===== src/rtl/assert_macros.svh =====
// Assertion macros used by the search core.
// Each macro expects clk and rst_n to be visible where it is used.
`ifndef ASSERT_MACROS_SVH
`define ASSERT_MACROS_SVH

// Same-cycle implication, idle during reset.
`define ASSERT_IMP(lbl, ante, cons) \
  lbl: assert property (@(posedge clk) disable iff (!rst_n) (ante) |-> (cons)) \
    else $error("assertion failed: same-cycle implication");

// Next-cycle implication, idle during reset.
`define ASSERT_NXT(lbl, ante, cons) \
  lbl: assert property (@(posedge clk) disable iff (!rst_n) (ante) |=> (cons)) \
    else $error("assertion failed: next-cycle implication");

`endif


===== src/rtl/scds_pkg.sv =====
// Shared constants, status codes and pipeline word types of the divider search.
// No dependencies.
package scds_pkg;

  localparam int CLK_W        = 27;
  localparam int RATE_W       = 25;
  localparam int Q_W          = 27;
  localparam int D_W          = 16;
  localparam int T_W          = 9;
  localparam int P_W          = 8;
  localparam int SCR_W        = 8;
  localparam int MAX_PRESCALE = 254;
  localparam int NUM_PRE      = MAX_PRESCALE / 2;
  localparam int RECIP_SH     = 24;
  localparam int M_W          = 24;
  localparam int A1_W         = Q_W + 1;

  localparam logic [CLK_W-1:0]  SYS_CLK_RESET   = 27'd16000000;
  localparam logic [RATE_W-1:0] MASTER_MAX_RATE = 25'd25000000;
  localparam logic [RATE_W-1:0] SLAVE_MAX_RATE  = 25'd6000000;
  localparam logic [3:0]        SLAVE_RATIO     = 4'd12;
  // largest t, so that scr = t - 1 stays within 0..255
  localparam logic [D_W-1:0]    T_MAX           = 16'd256;

  typedef enum logic [1:0] {
    ST_OK          = 2'd0,
    ST_MASTER_HIGH = 2'd1,
    ST_SLAVE_HIGH  = 2'd2,
    ST_NO_FIT      = 2'd3
  } status_t;

  // sideband carried through the dividers
  typedef struct packed {
    status_t          st;
    logic [Q_W-1:0]   q;
    logic             dok;
  } side_t;

  typedef struct packed {
    logic              vld;
    side_t             side;
    logic [RATE_W-1:0] dvs;
    logic [RATE_W-1:0] rem;
    logic [Q_W-1:0]    quo;
  } div_t;

  // word of the largest-divider chain
  typedef struct packed {
    logic           vld;
    status_t        st;
    logic [Q_W-1:0] q;
    logic [D_W-1:0] dmax;
    logic           dok;
  } p1_t;

  // word of the prescaler pick chain
  typedef struct packed {
    logic             vld;
    status_t          st;
    logic [Q_W-1:0]   q;
    logic             dok;
    logic [A1_W-1:0]  a1;
    logic [P_W-1:0]   bp;
    logic [SCR_W-1:0] bs;
  } p2_t;

endpackage


===== src/rtl/scds_div.sv =====
// Pipelined restoring divider: system clock over a word's divisor, one quotient bit per stage.
// Depends on scds_pkg.
module scds_div (
  input  logic                       clk,
  input  logic                       rst_n,
  input  logic                       en,
  input  logic [scds_pkg::CLK_W-1:0] num,
  input  scds_pkg::div_t             d_in,
  output scds_pkg::div_t             d_out
);
  import scds_pkg::*;

  div_t stg_r [0:Q_W-1];
  div_t cur   [0:Q_W-1];

  for (genvar i = 0; i < Q_W; i++) begin : g_stg
    logic [RATE_W:0] trial;
    logic [RATE_W:0] diff;
    logic            take;
    div_t            stg_nxt;

    if (i == 0) begin : g_first
      assign cur[i] = d_in;
    end else begin : g_rest
      assign cur[i] = stg_r[i-1];
    end

    assign trial = {cur[i].rem, num[Q_W-1-i]};
    assign diff  = trial - {1'b0, cur[i].dvs};
    assign take  = (trial >= {1'b0, cur[i].dvs});

    always_comb begin
      stg_nxt     = cur[i];
      stg_nxt.rem = take ? diff[RATE_W-1:0] : trial[RATE_W-1:0];
      stg_nxt.quo = {cur[i].quo[Q_W-2:0], take};
    end

    always_ff @(posedge clk) begin
      if (!rst_n) begin
        stg_r[i].vld <= 1'b0;
      end else if (en) begin
        stg_r[i] <= stg_nxt;
      end
    end
  end

  assign d_out = stg_r[Q_W-1];

endmodule


===== config.mk =====
export PLATFORM = sky130hd
export DESIGN_NAME = scds_div
export DESIGN_NICKNAME = d
export VERILOG_FILES = /design/src/rtl/assert_macros.svh /design/src/rtl/scds_pkg.sv /design/src/rtl/scds_div.sv
export SDC_FILE = /design/constraint.sdc
export NUM_CORES = 2
export LEC_CHECK = 0
export ABC_AREA = 0
export BUFFER_PORTS_ARGS = -buffer_cell sky130_fd_sc_hd__clkbuf_2
export CORE_MARGIN = 5
export CORE_UTILIZATION = 57
export CTS_CLUSTER_DIAMETER = 200
export CTS_CLUSTER_SIZE = 30
export DETAILED_ROUTE_END_ITERATION = 16
export GPL_ROUTABILITY_DRIVEN = 0
export PLACE_DENSITY = 0.74
export SLEW_MARGIN = 20
export SYNTH_ARGS = -nofsm -noshare
export SYNTH_HDL_FRONTEND = slang
export SYNTH_SLANG_ARGS = --single-unit

===== constraint.sdc =====
create_clock -name clk -period 71.3 [get_ports clk]
set_clock_uncertainty 0.2 [all_clocks]
set_input_delay 10.695 -clock clk [delete_from_list [all_inputs] [get_ports clk]]
set_output_delay 10.695 -clock clk [all_outputs]
set_load 0.02 [all_outputs]

[Yosys cells after proc, flatten, opt, wreduce, memory -nomap -nowiden]
Memories as Yosys holds them, arrays and structs flattened.
Index checks and enable logic that the tools add are counted.
Storage, ports and cells
  flip-flop bits (word level): 0
  memory bits (writable): 2916
  input port bits: 138
  output and inout port bits: 108
  word-level logic and storage cells: 140
  memories kept: 1
Cells by class
  $add $sub $neg: 27
  $lt $le $gt $ge: 27
  mux-type cells: 58
  bitwise gates (word level): 27
Memories
  stg_r: depth 27, bits a word 108, rd ports 27, clocked after memory_dff 0, write ports 27, line scds_div.sv:13  | div_t stg_r [0:Q_W-1];
Operators with widths (count)
  $ge A26 B25 Y1: 27
  $mux W25: 27
  $sub A25 B25 Y25: 27
  $mux W1: 31
  $or A1 B1 Y1: 27

[Depth between registers and ports, before layout]
  depth after elaboration: 4
  mapped depth: 15

[Least setup slack after synthesis]
Ideal clock, no wire load.
  path type: input to register
  start: in rst_n
  end: mem stg_r[0][0] in the netlist's numbering, enable pin
  arrival: 68019 ps
  data required time: 67826 ps
  setup slack: -193 ps
  cell stages on the path: 2
  buffers on the path: 1
  cell sequence: clkbuf_1 > and2_1
RTL lines
  from (decl): line scds_div.sv:5  | input logic rst_n,
  to (decl): line scds_div.sv:13

==> impl_metrics.ini <==
[yosys]
ys_ff_latch = 2565
synth_nets = 9769
synth_top_cell_area_share = 0.6438
synth_xor_area_frac = 0.04145
synthCells = 8929
synth.area.top_cells = edfxtp_1 (64%), ha_1 (7.1%), inv_1 (2.7%), a21oi_1 (2.7%), mux2_2 (2.5%)
synth_flop_cell = edfxtp_1
ys_seq_area_frac = 0.6440
yosys.area_share.simple = 0.06510
yosysUniqueCellTypes = 88
synth-compound-area-share = 0.1127
ys_warn_count = 0
synth.area.mux_share = 0.02918
synth_top_family_by_area = compound AO/OA/AOI/OAI gates
synth-edff-count = 2564
synth_fa_ha_area_frac = 0.07514
synth_area_leader_cell = edfxtp_1
async_flop_share = 0
postSynthAreaPerCell_um2 = 13.39
synth_area_mm2 = 0.1196

[power]
seqPwrFrac = 0.592
internal-power_mw = 2.269
clkPwrFrac = 0.219
p_per_area_mw_per_mm2 = 24.29
p_sw_frac = 0.2626
p_switching_uw = 808.1
leakage_nw = 48.13
ir_drop_v = 0.00002469
power_frac_comb = 0.188

[final_layout]
area_growth_pct = 5.924
utilization = 0.6056
largestRegisters = stg_r: 2565 flops
largest_reg_flops = 2565
nFillCells = 15700
regMostFlops = stg_r
num-nets-final = 9977
drive_above_1_share = 0.08010

[clock_network]
clk_pin_slew_ns = 0.11
cts_setup_buffers = 0
cts_max_level = 3
cts_buffer_depth = 3
clockRootBuffer = clkbuf_16
clock_sinks = 2565
cts-buffers-inserted = 95
postCtsHoldBufs = 0
ctsResizeCount = 0
clock_latency_ns = 0.80
cts_tree = done

[global_routing]
grt_use_total = 0.1977
grt_max_degree = 155
overflow = 0
antenna_found_initial = 6
grt_pass1_vias = 67130
grt_pass1_wl_um = 352200

[critical_path]
crit_top_cell = buf_4
setup.worst_path.start_class = input port
end_kind = flop
worst_ep_arrival_time_ns = 16.91
worstPathRequired_ns = 71.50
ff2ff_setup_slack_ns = 66.60
critPathMaxFanout = 83
cp_cell_sequence = clkbuf_2 > and2_4 > buf_4 > buf_4 > buf_4 > buf_4 > buf_4 > buf_4
criticalPathCategory = input port to flop
cpPeakStageDelay_ns = 0.88
cp_slowest_cell = buf_4
r2r_cells = 12

[sta]
finalWorstSetupSlack_ns = 54.58
max_freq_ghz = 0.05983
rsz0062_at_grt = no
finalMaxSlewViolations = 0
slew-limit-headroom = 0.2789
min_period_over_period = 0.2344
tns_ns = 0
period_minus_slack_ns = 16.72
setup_viol = 0
worst_slew_pin_slew_ns = 1.082
hold_viol = 0
whs_ns = 0.2149

[detailed_routing]
first_pass_iters = 6
routedWlPerCell_um = 18.50
ant_nets = 0
drtIter0Drc = 6566
drt-vias-per-instance = 5.785
drcViolationCount = 0
wirelength_um = 221300
num_vias = 69190

[floorplan]
start_util = 0.5718
die_width_um = 468.0
core-area_mm2 = 0.2092
num_rows = 168
fp.dieH_um = 468.0
die_area_mm2 = 0.2191
ios = 246

[place]
hpwl_um = 159700
place_ws_ns = 53.59
port_buffers = 218

[flow_run]
max-cap-violations = 0

[hold_path]
hp-class = flop to flop
hold_path_depth = 0

[status]
outcome = finished, final reports clean
## cells by family after synthesis
family	after synthesis
DFF	2565
and+or+nand+nor	1637
buffers and inverters	1017
AOI/OAI and AO/OA	2136
muxes	306
xor gates and xnor gates	566
adders and majority gates	702
## cell usage after synthesis, drive strengths merged, types with 15 or more instances
master and number:
or3 22, and4 22, xor2 247, mux2i 19, buf 33, o211ai 35
a21o 301, mux2 287, nor2b 78, o21ai 526, and2 27, fa 27
nor2 445, nand2 499, o21a 118, a21boi 16, or2 22, xnor2 319
a221oi 15, ha 675, nand2b 85, o21bai 89, nand4 95, nor4 25
a211o 26, nor3 91, a31oi 67, edfxtp 2564, o31ai 49, a211oi 58
a21oi 637, a311oi 18, clkbuf 132, o31a 22, a2111oi 18, and3 82
inv 852, nand3 97
## metrics by stage
step | power [mW] | cell area [µm²] | instances
finish | 3.077 | 126700 | 11960
global route | 3.230 | 126700 | 11960
CTS | 3.101 | 126600 | 11960
detailed placement | 2.423 | 124000 | 11850
global placement | 2.402 | 124000 | 11850
floorplan | 2.366 | 119600 | 8929
## metal layers
metal | global-route usage | part of all wire | vias to the layer above
li1 | - | - | 33410
met1 | 0.2811 | 0.45 | 33420
met2 | 0.3217 | 0.47 | 2015
met3 | 0.02595 | 0.058 | 353
met4 | 0.06082 | 0.029 | 0
met5 | 0 | 0 | -
## area by class of cell
class                           count  area (µm²)  area share
Tap cell                         2805        3510     0.02771
Timing Repair Buffer              276        1543     0.01218
Clock inverter                      8       226.5    0.001788
Multi-Input combinational cell   5347       38760      0.3060
Inverter                          852        3198     0.02525
Sequential cell                  2565       77010      0.6080
Clock buffer                      103        2407     0.01900
Antenna cell                        5       12.51  0.00009878
## final timing paths
path                          start                      end
min           stg_r[2][1]$_DFFE_PP_    stg_r[3][2]$_DFFE_PP_
min reg2reg   stg_r[2][1]$_DFFE_PP_    stg_r[3][2]$_DFFE_PP_
max reg2reg  stg_r[9][52]$_DFFE_PP_  stg_r[10][27]$_DFFE_PP_
max                           rst_n   stg_r[1][59]$_DFFE_PP_
## critical path, delay by kind of cell
family,cells,cell delay (ns)
buffers and inverters,7,5.28
and+or+nand+nor,1,0.64
## layout by cell type (no fill, tap or decap), types with 24 or more instances in the layout
cell type,count
nand2b_1,84
mux2_2,269
fa_1,27
nor2_1,445
a21oi_1,635
clkbuf_16,95
nor4_1,24
nor2b_1,78
o31ai_1,47
nor3_1,91
a21o_1,301
xor2_1,247
nand3_1,97
a211o_1,26
and3_1,81
edfxtp_1,2564
inv_1,852
o21ai_0,520
ha_1,675
buf_4,56
o21bai_1,86
o211ai_1,34
a211oi_1,57
xnor2_1,319
nand4_1,95
o21a_1,118
and2_1,25
a31oi_1,64
nand2_1,499
clkbuf_2,218
## power by group through the flow
stage / clock [mW] / sequential [mW] / combinational (mW)
after floorplan: 0 / 1.93 / 0.441
final: 0.675 / 1.82 / 0.579
after global placement: 0 / 1.85 / 0.547
after detailed placement: 0 / 1.86 / 0.566
after global routing: 0.761 / 1.83 / 0.638
after CTS: 0.706 / 1.82 / 0.571
Power figures use the tool's default switching activity.
