<file path="config.mk">
export PLATFORM = sky130hd
export DESIGN_NAME = scds_pick_cell
export DESIGN_NICKNAME = d
export VERILOG_FILES = /design/src/rtl/assert_macros.svh /design/src/rtl/scds_pkg.sv /design/src/rtl/scds_pick_cell.sv
export SDC_FILE = /design/constraint.sdc
export NUM_CORES = 2
export LEC_CHECK = 0
export ABC_AREA = 1
export BUFFER_PORTS_ARGS = -buffer_cell sky130_fd_sc_hd__buf_2
export CAP_MARGIN = 15
export CORE_ASPECT_RATIO = 0.7
export CORE_MARGIN = 4
export CORE_UTILIZATION = 50
export CTS_CLUSTER_DIAMETER = 50
export DETAILED_ROUTE_END_ITERATION = 12
export GPL_TIMING_DRIVEN = 0
export MAX_ROUTING_LAYER = met4
export PLACE_DENSITY = 0.7
export REMOVE_ABC_BUFFERS = 1
export SYNTH_ARGS = -nofsm -noshare
export SYNTH_HDL_FRONTEND = slang
export SYNTH_SLANG_ARGS = --single-unit
</file>
<file path="constraint.sdc">
create_clock -name clk -period 6.2 [get_ports clk]
set_clock_uncertainty 0.1 [all_clocks]
set_input_delay 0 -clock clk [delete_from_list [all_inputs] [get_ports clk]]
set_output_delay 0 -clock clk [all_outputs]
set_load 0.005 [all_outputs]
</file>
<file path="src/rtl/assert_macros.svh">
// Assertion macros used by the search core.
// Each macro expects clk and rst_n to be visible where it is used.
`ifndef ASSERT_MACROS_SVH
`define ASSERT_MACROS_SVH

// Same-cycle implication, idle during reset.
`define ASSERT_IMP(lbl, ante, cons) \
  lbl: assert property (@(posedge clk) disable iff (!rst_n) (ante) |-> (cons)) \
    else $error("assertion failed: same-cycle implication");

// Next-cycle implication, idle during reset.
`define ASSERT_NXT(lbl, ante, cons) \
  lbl: assert property (@(posedge clk) disable iff (!rst_n) (ante) |=> (cons)) \
    else $error("assertion failed: next-cycle implication");

`endif

</file>
<file path="src/rtl/scds_pkg.sv">
// Shared constants, status codes and pipeline word types of the divider search.
// No dependencies.
package scds_pkg;

  localparam int CLK_W        = 27;
  localparam int RATE_W       = 25;
  localparam int Q_W          = 27;
  localparam int D_W          = 16;
  localparam int T_W          = 9;
  localparam int P_W          = 8;
  localparam int SCR_W        = 8;
  localparam int MAX_PRESCALE = 254;
  localparam int NUM_PRE      = MAX_PRESCALE / 2;
  localparam int RECIP_SH     = 24;
  localparam int M_W          = 24;
  localparam int A1_W         = Q_W + 1;

  localparam logic [CLK_W-1:0]  SYS_CLK_RESET   = 27'd16000000;
  localparam logic [RATE_W-1:0] MASTER_MAX_RATE = 25'd25000000;
  localparam logic [RATE_W-1:0] SLAVE_MAX_RATE  = 25'd6000000;
  localparam logic [3:0]        SLAVE_RATIO     = 4'd12;
  // largest t, so that scr = t - 1 stays within 0..255
  localparam logic [D_W-1:0]    T_MAX           = 16'd256;

  typedef enum logic [1:0] {
    ST_OK          = 2'd0,
    ST_MASTER_HIGH = 2'd1,
    ST_SLAVE_HIGH  = 2'd2,
    ST_NO_FIT      = 2'd3
  } status_t;

  // sideband carried through the dividers
  typedef struct packed {
    status_t          st;
    logic [Q_W-1:0]   q;
    logic             dok;
  } side_t;

  typedef struct packed {
    logic              vld;
    side_t             side;
    logic [RATE_W-1:0] dvs;
    logic [RATE_W-1:0] rem;
    logic [Q_W-1:0]    quo;
  } div_t;

  // word of the largest-divider chain
  typedef struct packed {
    logic           vld;
    status_t        st;
    logic [Q_W-1:0] q;
    logic [D_W-1:0] dmax;
    logic           dok;
  } p1_t;

  // word of the prescaler pick chain
  typedef struct packed {
    logic             vld;
    status_t          st;
    logic [Q_W-1:0]   q;
    logic             dok;
    logic [A1_W-1:0]  a1;
    logic [P_W-1:0]   bp;
    logic [SCR_W-1:0] bs;
  } p2_t;

endpackage

</file>
<file path="src/rtl/scds_pick_cell.sv">
// One prescaler cell of the pick chain: take p when its rate equals the best rate.
// Depends on scds_pkg.
module scds_pick_cell (
  input  logic                       clk,
  input  logic                       rst_n,
  input  logic                       en,
  input  logic [scds_pkg::CLK_W-1:0] sys_clk,
  input  logic [scds_pkg::P_W-1:0]   p,
  input  logic [scds_pkg::M_W-1:0]   m,
  input  scds_pkg::p2_t              c_in,
  output scds_pkg::p2_t              c_out
);
  import scds_pkg::*;

  logic [D_W+M_W-1:0]  prod;
  logic [D_W-1:0]      tq;
  logic                ok;
  p2_t                 a_r;
  logic [T_W-1:0]      t_a_r;
  logic                ok_a_r;
  logic [P_W+T_W-1:0]  dw;
  p2_t                 b_r;
  logic [T_W-1:0]      t_b_r;
  logic [D_W-1:0]      d_b_r;
  logic                ok_b_r;
  logic [D_W+A1_W-1:0] dprod;
  logic                hit;
  logic [T_W-1:0]      scr;
  p2_t                 c_nxt;
  p2_t                 c_r;

  assign prod = (D_W+M_W)'(c_in.q[D_W-1:0]) * (D_W+M_W)'(m);
  assign tq   = prod[RECIP_SH +: D_W];
  assign ok   = !(|c_in.q[Q_W-1:D_W]) && (tq != '0) && (tq <= T_MAX);

  always_ff @(posedge clk) begin
    if (!rst_n) begin
      a_r.vld <= 1'b0;
    end else if (en) begin
      a_r    <= c_in;
      t_a_r  <= tq[T_W-1:0];
      ok_a_r <= ok;
    end
  end

  assign dw = (P_W+T_W)'(p) * (P_W+T_W)'(t_a_r);

  always_ff @(posedge clk) begin
    if (!rst_n) begin
      b_r.vld <= 1'b0;
    end else if (en) begin
      b_r    <= a_r;
      t_b_r  <= t_a_r;
      d_b_r  <= dw[D_W-1:0];
      ok_b_r <= ok_a_r;
    end
  end

  // clk / d equals the best rate exactly when d * (best + 1) exceeds clk
  assign dprod = (D_W+A1_W)'(d_b_r) * (D_W+A1_W)'(b_r.a1);
  assign hit   = ok_b_r && (dprod > (D_W+A1_W)'(sys_clk));
  assign scr   = t_b_r - 1'b1;

  always_comb begin
    c_nxt = b_r;
    if (hit) begin
      c_nxt.bp = p;
      c_nxt.bs = scr[SCR_W-1:0];
    end
  end

  always_ff @(posedge clk) begin
    if (!rst_n) begin
      c_r.vld <= 1'b0;
    end else if (en) begin
      c_r <= c_nxt;
    end
  end

  assign c_out = c_r;

endmodule

</file>
== After elaboration in Yosys (flattened, before gate mapping) ==
Index checks and enable logic that the tools add are counted.
Operators by class
  add/sub/neg operators: 1
  multiply operators: 3
  div/mod/pow operators: 0
  $lt $le $gt $ge: 2
  eq/ne operators: 0
  shifts and indexed selects: 0
  multiplexer cells: 1
  bitwise logic cells: 0
  reduce and logical (&&, ||, !) cells: 7
Operators with widths (number)
  > comparator 44 x 27 -> 1 bit: 1
  multiplier 16 x 28 -> 44 bit: 1
  multiplier 16 x 24 -> 40 bit: 1
  <= comparator 16 x 9 -> 1 bit, second input constant: 1
  multiplier 8 x 9 -> 16 bit: 1
  2-to-1 mux 16 bit: 1
  nonzero test 16 bit: 1
  OR reduction 11 bit: 1
  subtractor 8 x 1 -> 8 bit, second input constant: 1
  logical AND 1 bit: 3
  AND reduction 2 bit: 1
  logical NOT 1 bit: 1
Storage, ports and cells
  flip-flop bits (word level): 260
  bits in latches: 0
  RAM bits: 0
  bits in read-only memories: 0
  logic and storage cells: 40
  memories kept: 0

== Logic depth before layout (Yosys ltp) ==
  word-level depth: 4
  mapped depth: 39
  depth with buffers taken out: 36

== Least setup slack after synthesis ==
Ideal clock, no wire load.
  path type: reg-to-reg
  start point: register d_b_r[7]
  end point: register c_r (netlist bit c_out[11]) (data pin)
  library setup time: 0.253 ns
  arrival: 6.449 ns
  data required time: 5.847 ns
  setup slack: -0.602 ns
  cell stages (with the launch flop): 36
  clock period less this slack: 6.802 ns
  path through: edfxtp_1 clkbuf_1 clkbuf_1 nand2_1 fa_1 inv_1 fa_1 inv_1 fa_1 inv_1 fa_1 fa_1 inv_1 fa_1 inv_1 ha_1 nand2_1 inv_1 nand2_1 nand2_1 a21oi_1 nand2_2 xor2_1 ha_1 nand2_1 nor4b_1 a21oi_1 nor2_1 nor2_1 nand2_1 nand2_1 nand2_4 nand2_4 buf_8 nand2_1 nand2_1
RTL lines
  start, declared: line scds_pick_cell.sv:24  | logic [D_W-1:0] d_b_r;
  start signal, assigned: line scds_pick_cell.sv:54  | d_b_r <= dw[D_W-1:0];
  end signal, assigned: line scds_pick_cell.sv:76  | c_r <= c_nxt;
  end, declared: line scds_pick_cell.sv:30  | p2_t c_r;

==> metrics <==
Max Cap Violations=0; I/O pins=212; final setup vio count=16; fmax=approximately 140 MHz; CP Class=reg -> reg; top cells by area, synth=fa_1, edfxtp_1, nand2_1; worst-path fanout max=8; # port buffers=between 200 and 250; Clock Tree Buf Depth=3; CTS tree=done; Mapped Area=0.0394 mm^2; GRT overflow=0; clock root cell=clkbuf_16; initial DRC count=2,414; Worst setup SP type=flop; all-layer global routing usage=27.7%; vias per cell=5.10; CP Data Arrival Time=roughly 7.5 ns; sequential area share after synthesis=19.7%; Sink Count=260; CTS clk-pin slew, worst paths=0.06 ns; async set-or-reset flop fraction in the synthesized netlist=0%; run status=finished, violations left; Die ar.=0.0835 mm^2; core area=0.0775 mm^2; RSZ-0062 raised after global routing=yes; warning count from the yosys run=0; Netlist cell types=between 40 and 50; final worst path period share=117%; Starting Density=50.8%; number of flops mapped to enable cells by yosys=257; Area Overhead vs Synth=18.6%; count leader, synth=nand2_1; #FFs+latches synth=between 200 and 300; Post-Route WL=111,000 um; mean area per synthesized cell=8.38 um^2; Fin. Hold Viols=0; area leader, netlist=fa_1; failing checks=setup timing; DRC violations left=0; largest net degree at the start of global routing=between 100 and 150; Horiz. Die Dim=344 um; WP data required=6.42 ns; Critical Path Sink Type=flop; slowest stage delay, CP=0.59 ns; post-DP HPWL=approximately 77,000 um; Nets=6,197; Relative slew margins=30.4%; Cells after Synth=4,703; antenna violations before repair=9; Tightest Hold Check Type=in -> reg; Clock Latency Late Sink=0.57 ns; CP max stage cell=fa_1; CTS H-tree lvls=2; Filler Cell Count=6,563; placed cell count=5,760; fin worst setup slack=-1.07 ns; main flop type after synthesis=edfxtp_1; placer's final routability congestion estimate=0.979; global-route wire length before repair=175,000 um; WL/cell=around 18 um; CTS buffer count=35; Vias=31,303; non-filler cells, final=a little over 6,000; minimum clock period=7.27 ns; count of pins over their slew limit=0; Yosys top cell area share=36.0%; commonest cells in the netlist=nand2_1, inv_1, fa_1; die height=~240 um; Rows=between 80 and 90; vias in the first global route=32,180; Final ANT Viol Nets=0; layout cells sized above 1=14.8%; Pre-antenna DRT Iters=6; worst-margin pin slew=1.04 ns
-- critical path: cells and delay by family, from the launching register on --
family	cells	cell delay, ns
adders and majority gates	8	3.60
and+or+nand+nor	16	1.62
buffers and inverters	11	0.93
DFF	1	0.46
xor gates and xnor gates	1	0.17
AOI/OAI and AO/OA	1	0.13
-- state kept, by name, indices dropped and copies added, names as in the netlist --
register,flops
a_r,75
b_r,75
c_out,75
d_b_r,16
t_a_r,9
t_b_r,8
ok_a_r,1
ok_b_r,1
-- final timing paths --
kind | start | endpoint | slack [ns] | cells after the start
worst max-delay path | d_b_r[5]$_DFFE_PP_ | c_out[11]$_DFFE_PP_ | -1.07 | 37
worst min register to register | a_r[50]$_DFFE_PP_ | b_r[50]$_DFFE_PP_ | 0.31 | 0
worst min-delay path | c_in[0] | a_r[0]$_DFFE_PP_ | 0.03 | 2
worst max register to register | d_b_r[5]$_DFFE_PP_ | c_out[11]$_DFFE_PP_ | -1.07 | 37
-- per-stage QoR --
stage / hold WS, ns / TNS (ns) / area, um^2 / utilization, % / setup WS [ns]
5_1_grt: 0.0102 / -20.26 / 46800 / 60.3 / -1.28
3_3_place_gp: 0.0760 / -498.01 / 41000 / 52.9 / -2.31
4_1_cts: 0.000922 / -14.79 / 46100 / 59.4 / -0.940
3_5_place_dp: 0.0781 / -34.09 / 41200 / 53.1 / -2.14
2_1_floorplan: -0.00113 / -8.24 / 38600 / - / -0.515
6_report: 0.0339 / -16.74 / 46800 / 60.3 / -1.07
-- kinds of logic (layout without fill, tap and decap cells) --
| kind of cell | after synthesis | after routing | synth area share [%] |
|---|---|---|---|
| and+or+nand+nor | 1691 | 1692 | 16.9 |
| buffers and inverters | 1520 | 1904 | 14.5 |
| adders and majority gates | 996 | 996 | 45.1 |
| DFF | 260 | 260 | 19.7 |
| AOI/OAI and AO/OA | 183 | 183 | 2.59 |
| xor gates and xnor gates | 53 | 53 | 1.18 |
| other | 0 | 9 | 0 |
-- cell usage in the layout (no fill, tap or decap), types with 14 or more instances in the layout --
| cell type | n |
|---|---|
| nand2_1 | 1280 |
| inv_1 | 1267 |
| fa_1 | 694 |
| ha_1 | 260 |
| edfxtp_1 | 257 |
| buf_2 | 202 |
| buf_4 | 153 |
| nor2_1 | 149 |
| dlygate4sd3_1 | 91 |
| a21oi_1 | 84 |
| nand2_2 | 76 |
| nand3_1 | 65 |
| inv_2 | 49 |
| o21ai_0 | 41 |
| clkbuf_16 | 40 |
| buf_12 | 29 |
| xor2_1 | 27 |
| buf_6 | 26 |
| nand2_4 | 25 |
| ha_4 | 24 |
| nand4_1 | 19 |
| xnor2_1 | 18 |
| nor2_4 | 14 |
| fa_2 | 14 |
-- final cells by class --
type                    instances  area [um^2]  area share (%)
clock inverters                22          239           0.511
diodes                          9         22.5          0.0482
repair buffers                526         4470            9.57
well taps                    1044         1310            2.79
clock buffers                  39          891            1.91
flip-flops and latches        260         7780            16.6
inverters                    1317         4950            10.6
multi-input cells            2924        27100            58.0
-- metal layers --
metal / GRT usage [%] / vias up / wire length (um)
met5: - / - / 0
met2: 39.2 / 1342 / 46600
li1: - / 14325 / -
met3: 9.30 / 186 / 13700
met4: 6.18 / 0 / 2610
met1: 38.7 / 15450 / 47700
-- timing repair --
action,4_1_cts,5_1_grt
pin swaps,97,125
buffers inserted,188,24
resized for setup,209,154
endpoints found under the hold margin,97,0
cloned,5,4
hold buffers,92,0
endpoints found under the setup margin,16,20
Power is not shown: default switching activity piles up to over one toggle a cycle in this logic, so the estimate is an artifact.
