<file path="src/rtl/assert_macros.svh">
// Assertion macros used by the search core.
// Each macro expects clk and rst_n to be visible where it is used.
`ifndef ASSERT_MACROS_SVH
`define ASSERT_MACROS_SVH

// Same-cycle implication, idle during reset.
`define ASSERT_IMP(lbl, ante, cons) \
  lbl: assert property (@(posedge clk) disable iff (!rst_n) (ante) |-> (cons)) \
    else $error("assertion failed: same-cycle implication");

// Next-cycle implication, idle during reset.
`define ASSERT_NXT(lbl, ante, cons) \
  lbl: assert property (@(posedge clk) disable iff (!rst_n) (ante) |=> (cons)) \
    else $error("assertion failed: next-cycle implication");

`endif

</file>
<file path="src/rtl/scds_pkg.sv">
// Shared constants, status codes and pipeline word types of the divider search.
// No dependencies.
package scds_pkg;

  localparam int CLK_W        = 27;
  localparam int RATE_W       = 25;
  localparam int Q_W          = 27;
  localparam int D_W          = 16;
  localparam int T_W          = 9;
  localparam int P_W          = 8;
  localparam int SCR_W        = 8;
  localparam int MAX_PRESCALE = 254;
  localparam int NUM_PRE      = MAX_PRESCALE / 2;
  localparam int RECIP_SH     = 24;
  localparam int M_W          = 24;
  localparam int A1_W         = Q_W + 1;

  localparam logic [CLK_W-1:0]  SYS_CLK_RESET   = 27'd16000000;
  localparam logic [RATE_W-1:0] MASTER_MAX_RATE = 25'd25000000;
  localparam logic [RATE_W-1:0] SLAVE_MAX_RATE  = 25'd6000000;
  localparam logic [3:0]        SLAVE_RATIO     = 4'd12;
  // largest t, so that scr = t - 1 stays within 0..255
  localparam logic [D_W-1:0]    T_MAX           = 16'd256;

  typedef enum logic [1:0] {
    ST_OK          = 2'd0,
    ST_MASTER_HIGH = 2'd1,
    ST_SLAVE_HIGH  = 2'd2,
    ST_NO_FIT      = 2'd3
  } status_t;

  // sideband carried through the dividers
  typedef struct packed {
    status_t          st;
    logic [Q_W-1:0]   q;
    logic             dok;
  } side_t;

  typedef struct packed {
    logic              vld;
    side_t             side;
    logic [RATE_W-1:0] dvs;
    logic [RATE_W-1:0] rem;
    logic [Q_W-1:0]    quo;
  } div_t;

  // word of the largest-divider chain
  typedef struct packed {
    logic           vld;
    status_t        st;
    logic [Q_W-1:0] q;
    logic [D_W-1:0] dmax;
    logic           dok;
  } p1_t;

  // word of the prescaler pick chain
  typedef struct packed {
    logic             vld;
    status_t          st;
    logic [Q_W-1:0]   q;
    logic             dok;
    logic [A1_W-1:0]  a1;
    logic [P_W-1:0]   bp;
    logic [SCR_W-1:0] bs;
  } p2_t;

endpackage

</file>
<file path="src/rtl/scds_max_cell.sv">
// One prescaler cell of the largest-divider chain: t = q / p, keep the largest p * t.
// Depends on scds_pkg.
module scds_max_cell (
  input  logic                       clk,
  input  logic                       rst_n,
  input  logic                       en,
  input  logic [scds_pkg::P_W-1:0]   p,
  input  logic [scds_pkg::M_W-1:0]   m,
  input  scds_pkg::p1_t              c_in,
  output scds_pkg::p1_t              c_out
);
  import scds_pkg::*;

  logic [D_W+M_W-1:0] prod;
  logic [D_W-1:0]     tq;
  logic               ok;
  p1_t                a_r;
  logic [T_W-1:0]     t_a_r;
  logic               ok_a_r;
  logic [P_W+T_W-1:0] dw;
  p1_t                b_nxt;
  p1_t                b_r;

  // exact for a 16-bit quotient input and the 2^24 reciprocal
  assign prod = (D_W+M_W)'(c_in.q[D_W-1:0]) * (D_W+M_W)'(m);
  assign tq   = prod[RECIP_SH +: D_W];
  assign ok   = !(|c_in.q[Q_W-1:D_W]) && (tq != '0) && (tq <= T_MAX);

  always_ff @(posedge clk) begin
    if (!rst_n) begin
      a_r.vld <= 1'b0;
    end else if (en) begin
      a_r    <= c_in;
      t_a_r  <= tq[T_W-1:0];
      ok_a_r <= ok;
    end
  end

  assign dw = (P_W+T_W)'(p) * (P_W+T_W)'(t_a_r);

  always_comb begin
    b_nxt = a_r;
    if (ok_a_r && (!a_r.dok || dw[D_W-1:0] >= a_r.dmax)) begin
      b_nxt.dmax = dw[D_W-1:0];
      b_nxt.dok  = 1'b1;
    end
  end

  always_ff @(posedge clk) begin
    if (!rst_n) begin
      b_r.vld <= 1'b0;
    end else if (en) begin
      b_r <= b_nxt;
    end
  end

  assign c_out = b_r;

endmodule

</file>
<file path="config.mk">
export PLATFORM = sky130hd
export DESIGN_NAME = scds_max_cell
export DESIGN_NICKNAME = d
export VERILOG_FILES = /design/src/rtl/assert_macros.svh /design/src/rtl/scds_pkg.sv /design/src/rtl/scds_max_cell.sv
export SDC_FILE = /design/constraint.sdc
export NUM_CORES = 1
export LEC_CHECK = 0
export BUFFER_PORTS_ARGS = -buffer_cell sky130_fd_sc_hd__buf_2
export CAP_MARGIN = 15
export CELL_PAD_IN_SITES_DETAIL_PLACEMENT = 1
export CELL_PAD_IN_SITES_GLOBAL_PLACEMENT = 1
export CORE_MARGIN = 3
export CORE_UTILIZATION = 40
export CTS_BUF_LIST = sky130_fd_sc_hd__clkbuf_2 sky130_fd_sc_hd__clkbuf_4 sky130_fd_sc_hd__clkbuf_8
export DETAILED_ROUTE_END_ITERATION = 10
export PLACE_DENSITY_LB_ADDON = 0.1
export SYNTH_ARGS = -nofsm -noshare
export SYNTH_HDL_FRONTEND = slang
export SYNTH_SLANG_ARGS = --single-unit
</file>
<file path="constraint.sdc">
create_clock -name clk -period 6.7 [get_ports clk]
set_clock_uncertainty 0.15 [all_clocks]
set_input_delay 0.335 -clock clk [delete_from_list [all_inputs] [get_ports clk]]
set_output_delay 0.335 -clock clk [all_outputs]
set_load 0.01 [all_outputs]
</file>
; ---- Word-level counts from Yosys, hierarchy flattened
; Cells that the tools add are included.
; Widths: inputs -> output; s select.
[totals]
register_bits = 104
[classes]
n_mul = 2
n_reduce_logical = 9
n_lt_le_gt_ge = 2
mux = 1
[ops]
columns = cell, count
row1 = $mul 16x24->40, 1
row2 = $mux 17, 1
row3 = $ge 16x16->1, 1
row4 = $le 16x9->1 const B, 1
row5 = $mul 8x9->16, 1
row6 = $reduce_bool 16->1, 1
row7 = $reduce_or 11->1, 1
row8 = $logic_and 1x1->1, 3
row9 = $logic_not 1->1, 2
row10 = $reduce_and 2->1, 1
row11 = $logic_or 1x1->1, 1

; ---- Depth between registers and ports, before layout
; Gate-level depths: netlist of run 1.
[logic_depth]
word_depth = 5
ltp_mapped = 26
depth_no_buf = 24

; ---- Worst setup path after synthesis of run 1
; No wires, ideal clock.
[synth_path]
kind = input -> register
startpoint = input c_in[24] in the netlist's numbering
endpoint = register ok_a_r (data pin)
t_arrival_ps = 6175
path_slack_ps = 199
path_stages = 23
required_ps = 6374
path_cell_list = clkbuf_1 nand2_1 fa_1 inv_1 fa_1 inv_1 fa_1 inv_1 fa_1 fa_1 inv_1 fa_1 inv_1 ha_1 a21oi_1 o2111ai_1 a21oi_1 o221ai_2 a21o_1 xor2_1 or4b_4 o41a_1 nor4_1
[synth_between]
elab_chain_len = 4
[synth_rtl]
columns = item, line_no
row1 = "start, declared", scds_max_cell.sv:9  ; input scds_pkg::p1_t c_in,
row2 = $mul 16x24->40 (*), scds_max_cell.sv:25  ; assign prod = (D_W+M_W)'(c_in.q[D_W-1:0]) * (D_W+M_W)'(m);
row3 = net prod[28], scds_max_cell.sv:14  ; logic [D_W+M_W-1:0] prod;
row4 = branches (longest 2 deep; another with $le 16x9->1), n/a
row5 = $logic_and 1x1->1 (*), scds_max_cell.sv:27  ; assign ok = !(|c_in.q[Q_W-1:D_W]) && (tq != '0) && (tq <= T_MAX);
row6 = net ok, scds_max_cell.sv:16  ; logic ok;
row7 = "end signal, assigned", scds_max_cell.sv:35  ; ok_a_r <= ok;
row8 = "end, declared", scds_max_cell.sv:19  ; logic ok_a_r;
; Mark *: on every way through the listed nets, which the timed path passes.
; A chain may end at the register's enable or synchronous reset.

; ---- Worst setup path after layout of run 1
[layout_path]
startpoint = input c_in[28] in the netlist's numbering
endpoint = register ok_a_r (data pin)
; Same word-level chain as after synthesis.

==> results of run 1 <==
## critical path: stages
cell and delay (ns):
buf_2 0.22, buf_4 0.24, and2_1 0.17, fa_1 0.52
inv_1 0.07, fa_1 0.53, inv_1 0.05, fa_1 0.50
fa_1 0.43, fa_1 0.53, inv_1 0.06, fa_1 0.47
inv_1 0.04, ha_1 0.32, o21ai_0 0.23, nor2_1 0.06
nor2_1 0.16, o221ai_2 0.14, a21o_1 0.22, xor2_1 0.16
or4b_4 0.55, o41a_1 0.33, nor4_2 0.15
## flip-flops by register name, indices dropped and copies added, names as in the netlist
name / count
a_r: 47
c_out: 47
ok_a_r: 1
t_a_r: 9
## kinds of logic after synthesis
logic type      share of synthesized area (%)
fa+ha+maj                                50.1
mux                                      1.29
flops                                    17.4
xor+xnor                                 1.38
compound gates                           4.08
buf+inv                                  9.89
simple gates                             15.8
## metal layers
layer | global-route usage, % | up-vias | share of wire [%]
met3 | 1.65 | 50 | 1.9
met2 | 36.8 | 165 | 51
met1 | 27.5 | 6594 | 45
li1 | - | 5875 | -
met5 | 0 | - | 0
met4 | 4.17 | 0 | 1.7
## final cells by class
type | instances | area [um2] | area share (%)
tap | 585 | 732 | 3.57
timing repair buffer | 274 | 1940 | 9.46
inverter | 406 | 1520 | 7.44
clock buffer | 9 | 124 | 0.605
clock inverter | 7 | 83.8 | 0.409
sequential | 104 | 3100 | 15.1
multi-input combinational | 1222 | 13000 | 63.4
## worst paths after layout
check,startpoint,to,slack (ns),depth (start not counted)
worst max-delay path,c_in[28],ok_a_r,0.25,23
worst min-delay path,rst_n,c_out[46],0.04,2
worst max register to register,t_a_r[3],c_out[3],0.55,22
worst min register to register,a_r[34],c_out[34],0.27,0
## repair_timing
item / CTS / global route
setup endpoints to repair: 0 / 1
hold endpoints to repair: 30 / 0
gates resized for setup: 0 / 17
hold buffers: 30 / 0
## cells in the mapped netlist, types with 7 or more instances
master	instances
a21o_1	12
a21oi_1	34
and2_1	232
clkbuf_1	60
edfxtp_1	102
fa_1	346
ha_1	160
inv_1	406
mux2_2	15
nand2_1	254
nand3_1	7
nor2_1	23
nor2b_1	9
o21ai_0	16
xnor2_1	23
## through the flow
step	hold WS, ns	setup TNS, ns	cell area (um2)	cells	worst slack [ns]
finish	0.0381	0	20500	2607	0.251
floorplan	0.250	0	17800	1793	0.199
global placement	0.252	-0.133	19900	2561	-0.133
CTS	0.0139	0	20400	2607	0.00167
global route	0.0286	0	20500	2607	0.00395
detailed placement	0.256	-0.403	19900	2561	-0.403
==> reports/metrics.yaml, run 1 <==
syn_nets: 2381
start_kind: "input port"
cts_setup_buffers: 0
drc: 0
syn_area_um2: 17800
routedWlPerCell_um: 17.7
grt_pass1_wl_um: 77400
synth_area_per_cell_um2: 9.93
antenna_cells: 0
numCtsBuffers: 9
synth_edf_count: 102
status: "finished clean"
via_per_inst: 4.87
synth_ff_type: "edfxtp_1"
hp-class: "in2reg"
syn-instance-count: 1793
row_count: 76
path_class: "in2reg"
die-area_um2: 47100
setup_viol: 0
htree_levels: 3
grt_pass1_vias: 14819
ios: 129
grt.total_usage_pct: 20.5
synth.top_cells.by_area: "fa_1, edfxtp_1, ha_1"
fmax_ghz: 0.155
yosysTopAreaCellShare_pct: 38.9
cts.clk_slew.worst_paths_ns: 0.11
gp_congestion: 0.846
drt-total-wl_um: 46200
layout-drive-gt1-share_pct: 14.5
grt_overflow_total: 0
nFillCells: 4996
drtIter0Drc: 374
cp_data_required_time_ns: 6.76
end_kind: "flop"
antenna_found_initial: 0
die_w_um: 217
period_share_pct: 96.3
slew_violations: 0
tritoncts: "built"
nets: 2605
cts-root-buf: "clkbuf_8"
firstDrtPassIters: 4
cts.path.max_buffers: 2
fin_util_pct: 47.0
min_period_ns: 6.45
synth_cell_type_count: 56
cap_viol_max_count: 0
worstPathArrival_ns: 6.51
hpwl_um: 40400
start_util_pct: 40.9
die_h_um: 217
final_cell_mix: "inv_1, fa_1, nand2_1"
worst_pin_slew_ns: 0.712
worstPathMaxFanout: 13
final_hold_viol_count: 0
insertion_delay_ns: 0.40
antenna_left: 0
rsz0062_at_grt: "no"
final_common_cell: "inv_1"
synth_top_area_cell: "fa_1"
vias: 12684
async_reset_ff_share_pct: 0
ys_ff_latch: 104
portBuffers: 128
grt_max_degree: 55
cts.sinks: 104
ys_warn_count: 0
core_um2: 43600
slew_headroom_pct: 52.5
area_growth_pct: 15.0
ys_seq_area_share_pct: 17.4
Power of run 1 is not shown: default switching activity piles up to over one toggle a cycle in this logic, so the estimate is an artifact.
==> inputs of run 2 (changes only) <==
--- a/config.mk
+++ b/config.mk
@@ -13,6 +13,7 @@
 export CORE_UTILIZATION = 40
 export CTS_BUF_LIST = sky130_fd_sc_hd__clkbuf_2 sky130_fd_sc_hd__clkbuf_4 sky130_fd_sc_hd__clkbuf_8
 export DETAILED_ROUTE_END_ITERATION = 10
+export GPL_TIMING_DRIVEN = 0
 export PLACE_DENSITY_LB_ADDON = 0.1
 export SYNTH_ARGS = -nofsm -noshare
 export SYNTH_HDL_FRONTEND = slang
==> run 2 against run 1 <==
Against the previous run: the flow now finishes with violations (negative setup slack); fmax shrank 4.2%; wire length increased by 16%; cell count shrank 2.0%; count of clock-buffer cells in the layout stayed put; via count grew 1.5%; first-iteration DRC count grew 74%; critical path depth fell by 1; global-route usage grew 3.0 points; sequential share of layout area up 0.19 points; non-clock buffer count is 52 lower.
==> reports/metrics.yaml, run 2 (synthesis gave the netlist of run 1 again) <==
status: "finished, violations left"
violations: "negative setup slack"
layout-drive-gt1-share_pct: 12.9  # -1.6 points
period_share_pct: 100  # +4.2 points
antenna_cells: 0  # unchanged
antenna_left: 0  # unchanged
ios: 129  # unchanged
grt_overflow_total: 0  # unchanged
routedWlPerCell_um: 21.0  # +19%
cts.clk_slew.worst_paths_ns: 0.10  # about the same
path_class: "in2reg"
fin_ws_ns: -0.0301  # -0.281 ns
setup_viol: 1  # +1
vias: 12875  # +1.5%
r2r_slack_ns: 0.39  # -0.16 ns
grt_max_degree: 65  # +18%
dp.cells: 2504  # -2.2%
numCtsBuffers: 9  # unchanged
gp_congestion: 0.882  # +4.3%
cts.path.max_buffers: 2  # unchanged
antenna_found_initial: 2  # +2
grt.total_usage_pct: 23.5  # +3.0 points
slew_headroom_pct: 52.3  # -0.21 points
final_cell_mix: "inv_1, fa_1, nand2_1"
core_um2: 43600  # unchanged
die_h_um: 217  # unchanged
tritoncts: "built"
hp-class: "in2reg"
pre_cts_ws_ns: -1.41  # -1.01 ns
final_common_cell: "inv_1"
end_kind: "flop"
cts-root-buf: "clkbuf_8"
cap_viol_max_count: 0  # unchanged
hpwl_um: 44500  # +10%
die-area_um2: 47100  # unchanged
fin_setup_tns_ns: -0.0301  # -0.0301 ns
final_hold_viol_count: 0  # unchanged
cp_data_required_time_ns: 6.78  # +0.02 ns
min_period_ns: 6.73  # +0.281 ns
start_kind: "input port"
row_count: 76  # unchanged
portBuffers: 125  # -2.3%
fin_util_pct: 46.4  # -0.58 points
drc: 0  # unchanged
rsz0062_at_grt: "yes"
grt_pass1_wl_um: 83900  # +8.4%
htree_levels: 3  # unchanged
instances_no_fill: 2555  # -2.0%
cts.sinks: 104  # unchanged
start_util_pct: 40.9  # unchanged
insertion_delay_ns: 0.41  # about the same
fmax_ghz: 0.149  # -4.2%
drt-total-wl_um: 53700  # +16%
worstPathArrival_ns: 6.81  # +0.30 ns
via_per_inst: 5.04  # +3.6%
nFillCells: 4966  # -0.60%
slew_violations: 0  # unchanged
area_growth_pct: 13.6
worst_pin_slew_ns: 0.715  # +0.00314 ns
firstDrtPassIters: 5  # +1
nets: 2553  # -2.0%
die_w_um: 217  # unchanged
drtIter0Drc: 649  # +74%
worstPathMaxFanout: 10  # -3
grt_pass1_vias: 14319  # -3.4%
-- run 2: cell count changes in the layout (fill, tap and decap cells not counted), sizes merged --
cell | previous run | this run
buf | 235 | 152
clkbuf | 18 | 49
bufinv | 0 | 1
clkinvlp | 2 | 1
-- run 2: final cells by class --
type                       count  area [um2]  share of cell area [%]
multi-input combinational   1222       13100                    64.8
sequential                   104        3100                    15.3
inverter                     406        1520                    7.53
timing repair buffer         165        1040                    5.13
tap                          585         732                    3.62
buffer                        57         517                    2.55
clock buffer                   9         124                   0.612
clock inverter                 7        88.8                   0.439
-- run 2: worst paths after layout --
check	from	to	cells past startpoint
worst min register to register	a_r[20]	c_out[20]	0
worst min-delay path	rst_n	c_out[46]	2
worst max register to register	t_a_r[2]	c_out[10]	22
worst max-delay path	m[16]	ok_a_r	22
-- run 2: metal layers --
layer | vias to the layer above | global-route usage [%] | part of all wire (%)
li1 | 5773 | - | -
met1 | 6754 | 32.7 | 45
met2 | 295 | 40.1 | 49
met3 | 53 | 2.71 | 5.0
met4 | 0 | 4.48 | 1.7
met5 | - | 0 | 0
-- run 2: repair_timing --
action,CTS,global route
endpoints found under the hold margin,30,0
endpoints found under the setup margin,15,11
hold buffers,30,0
gates resized for setup,120,57
pin swaps,4,5
setup buffers,4,5
cloned,0,0
-- run 2: through the flow --
stage | hold slack, ns | area (um2)
after global placement | 0.251 | 19200
after CTS | 0.00837 | 20100
after floorplan | 0.250 | 17800
final | 0.0327 | 20200
after global routing | 0.0163 | 20200
after detailed placement | 0.255 | 19200
-- run 2: worst max-delay path, stage by stage --
cell	delay, ns
buf_2	0.19
clkbuf_4	0.28
nand2_1	0.10
fa_1	0.52
fa_1	0.55
fa_1	0.52
inv_1	0.05
fa_1	0.50
fa_1	0.51
inv_1	0.05
fa_1	0.53
inv_1	0.09
ha_4	0.30
nand3_2	0.11
nor4_4	0.40
nand2_2	0.13
o32ai_4	0.33
a31oi_1	0.14
xnor2_1	0.16
or4b_4	0.51
o41a_1	0.32
nor4_1	0.16
Power of run 2 is left out for the same reason.
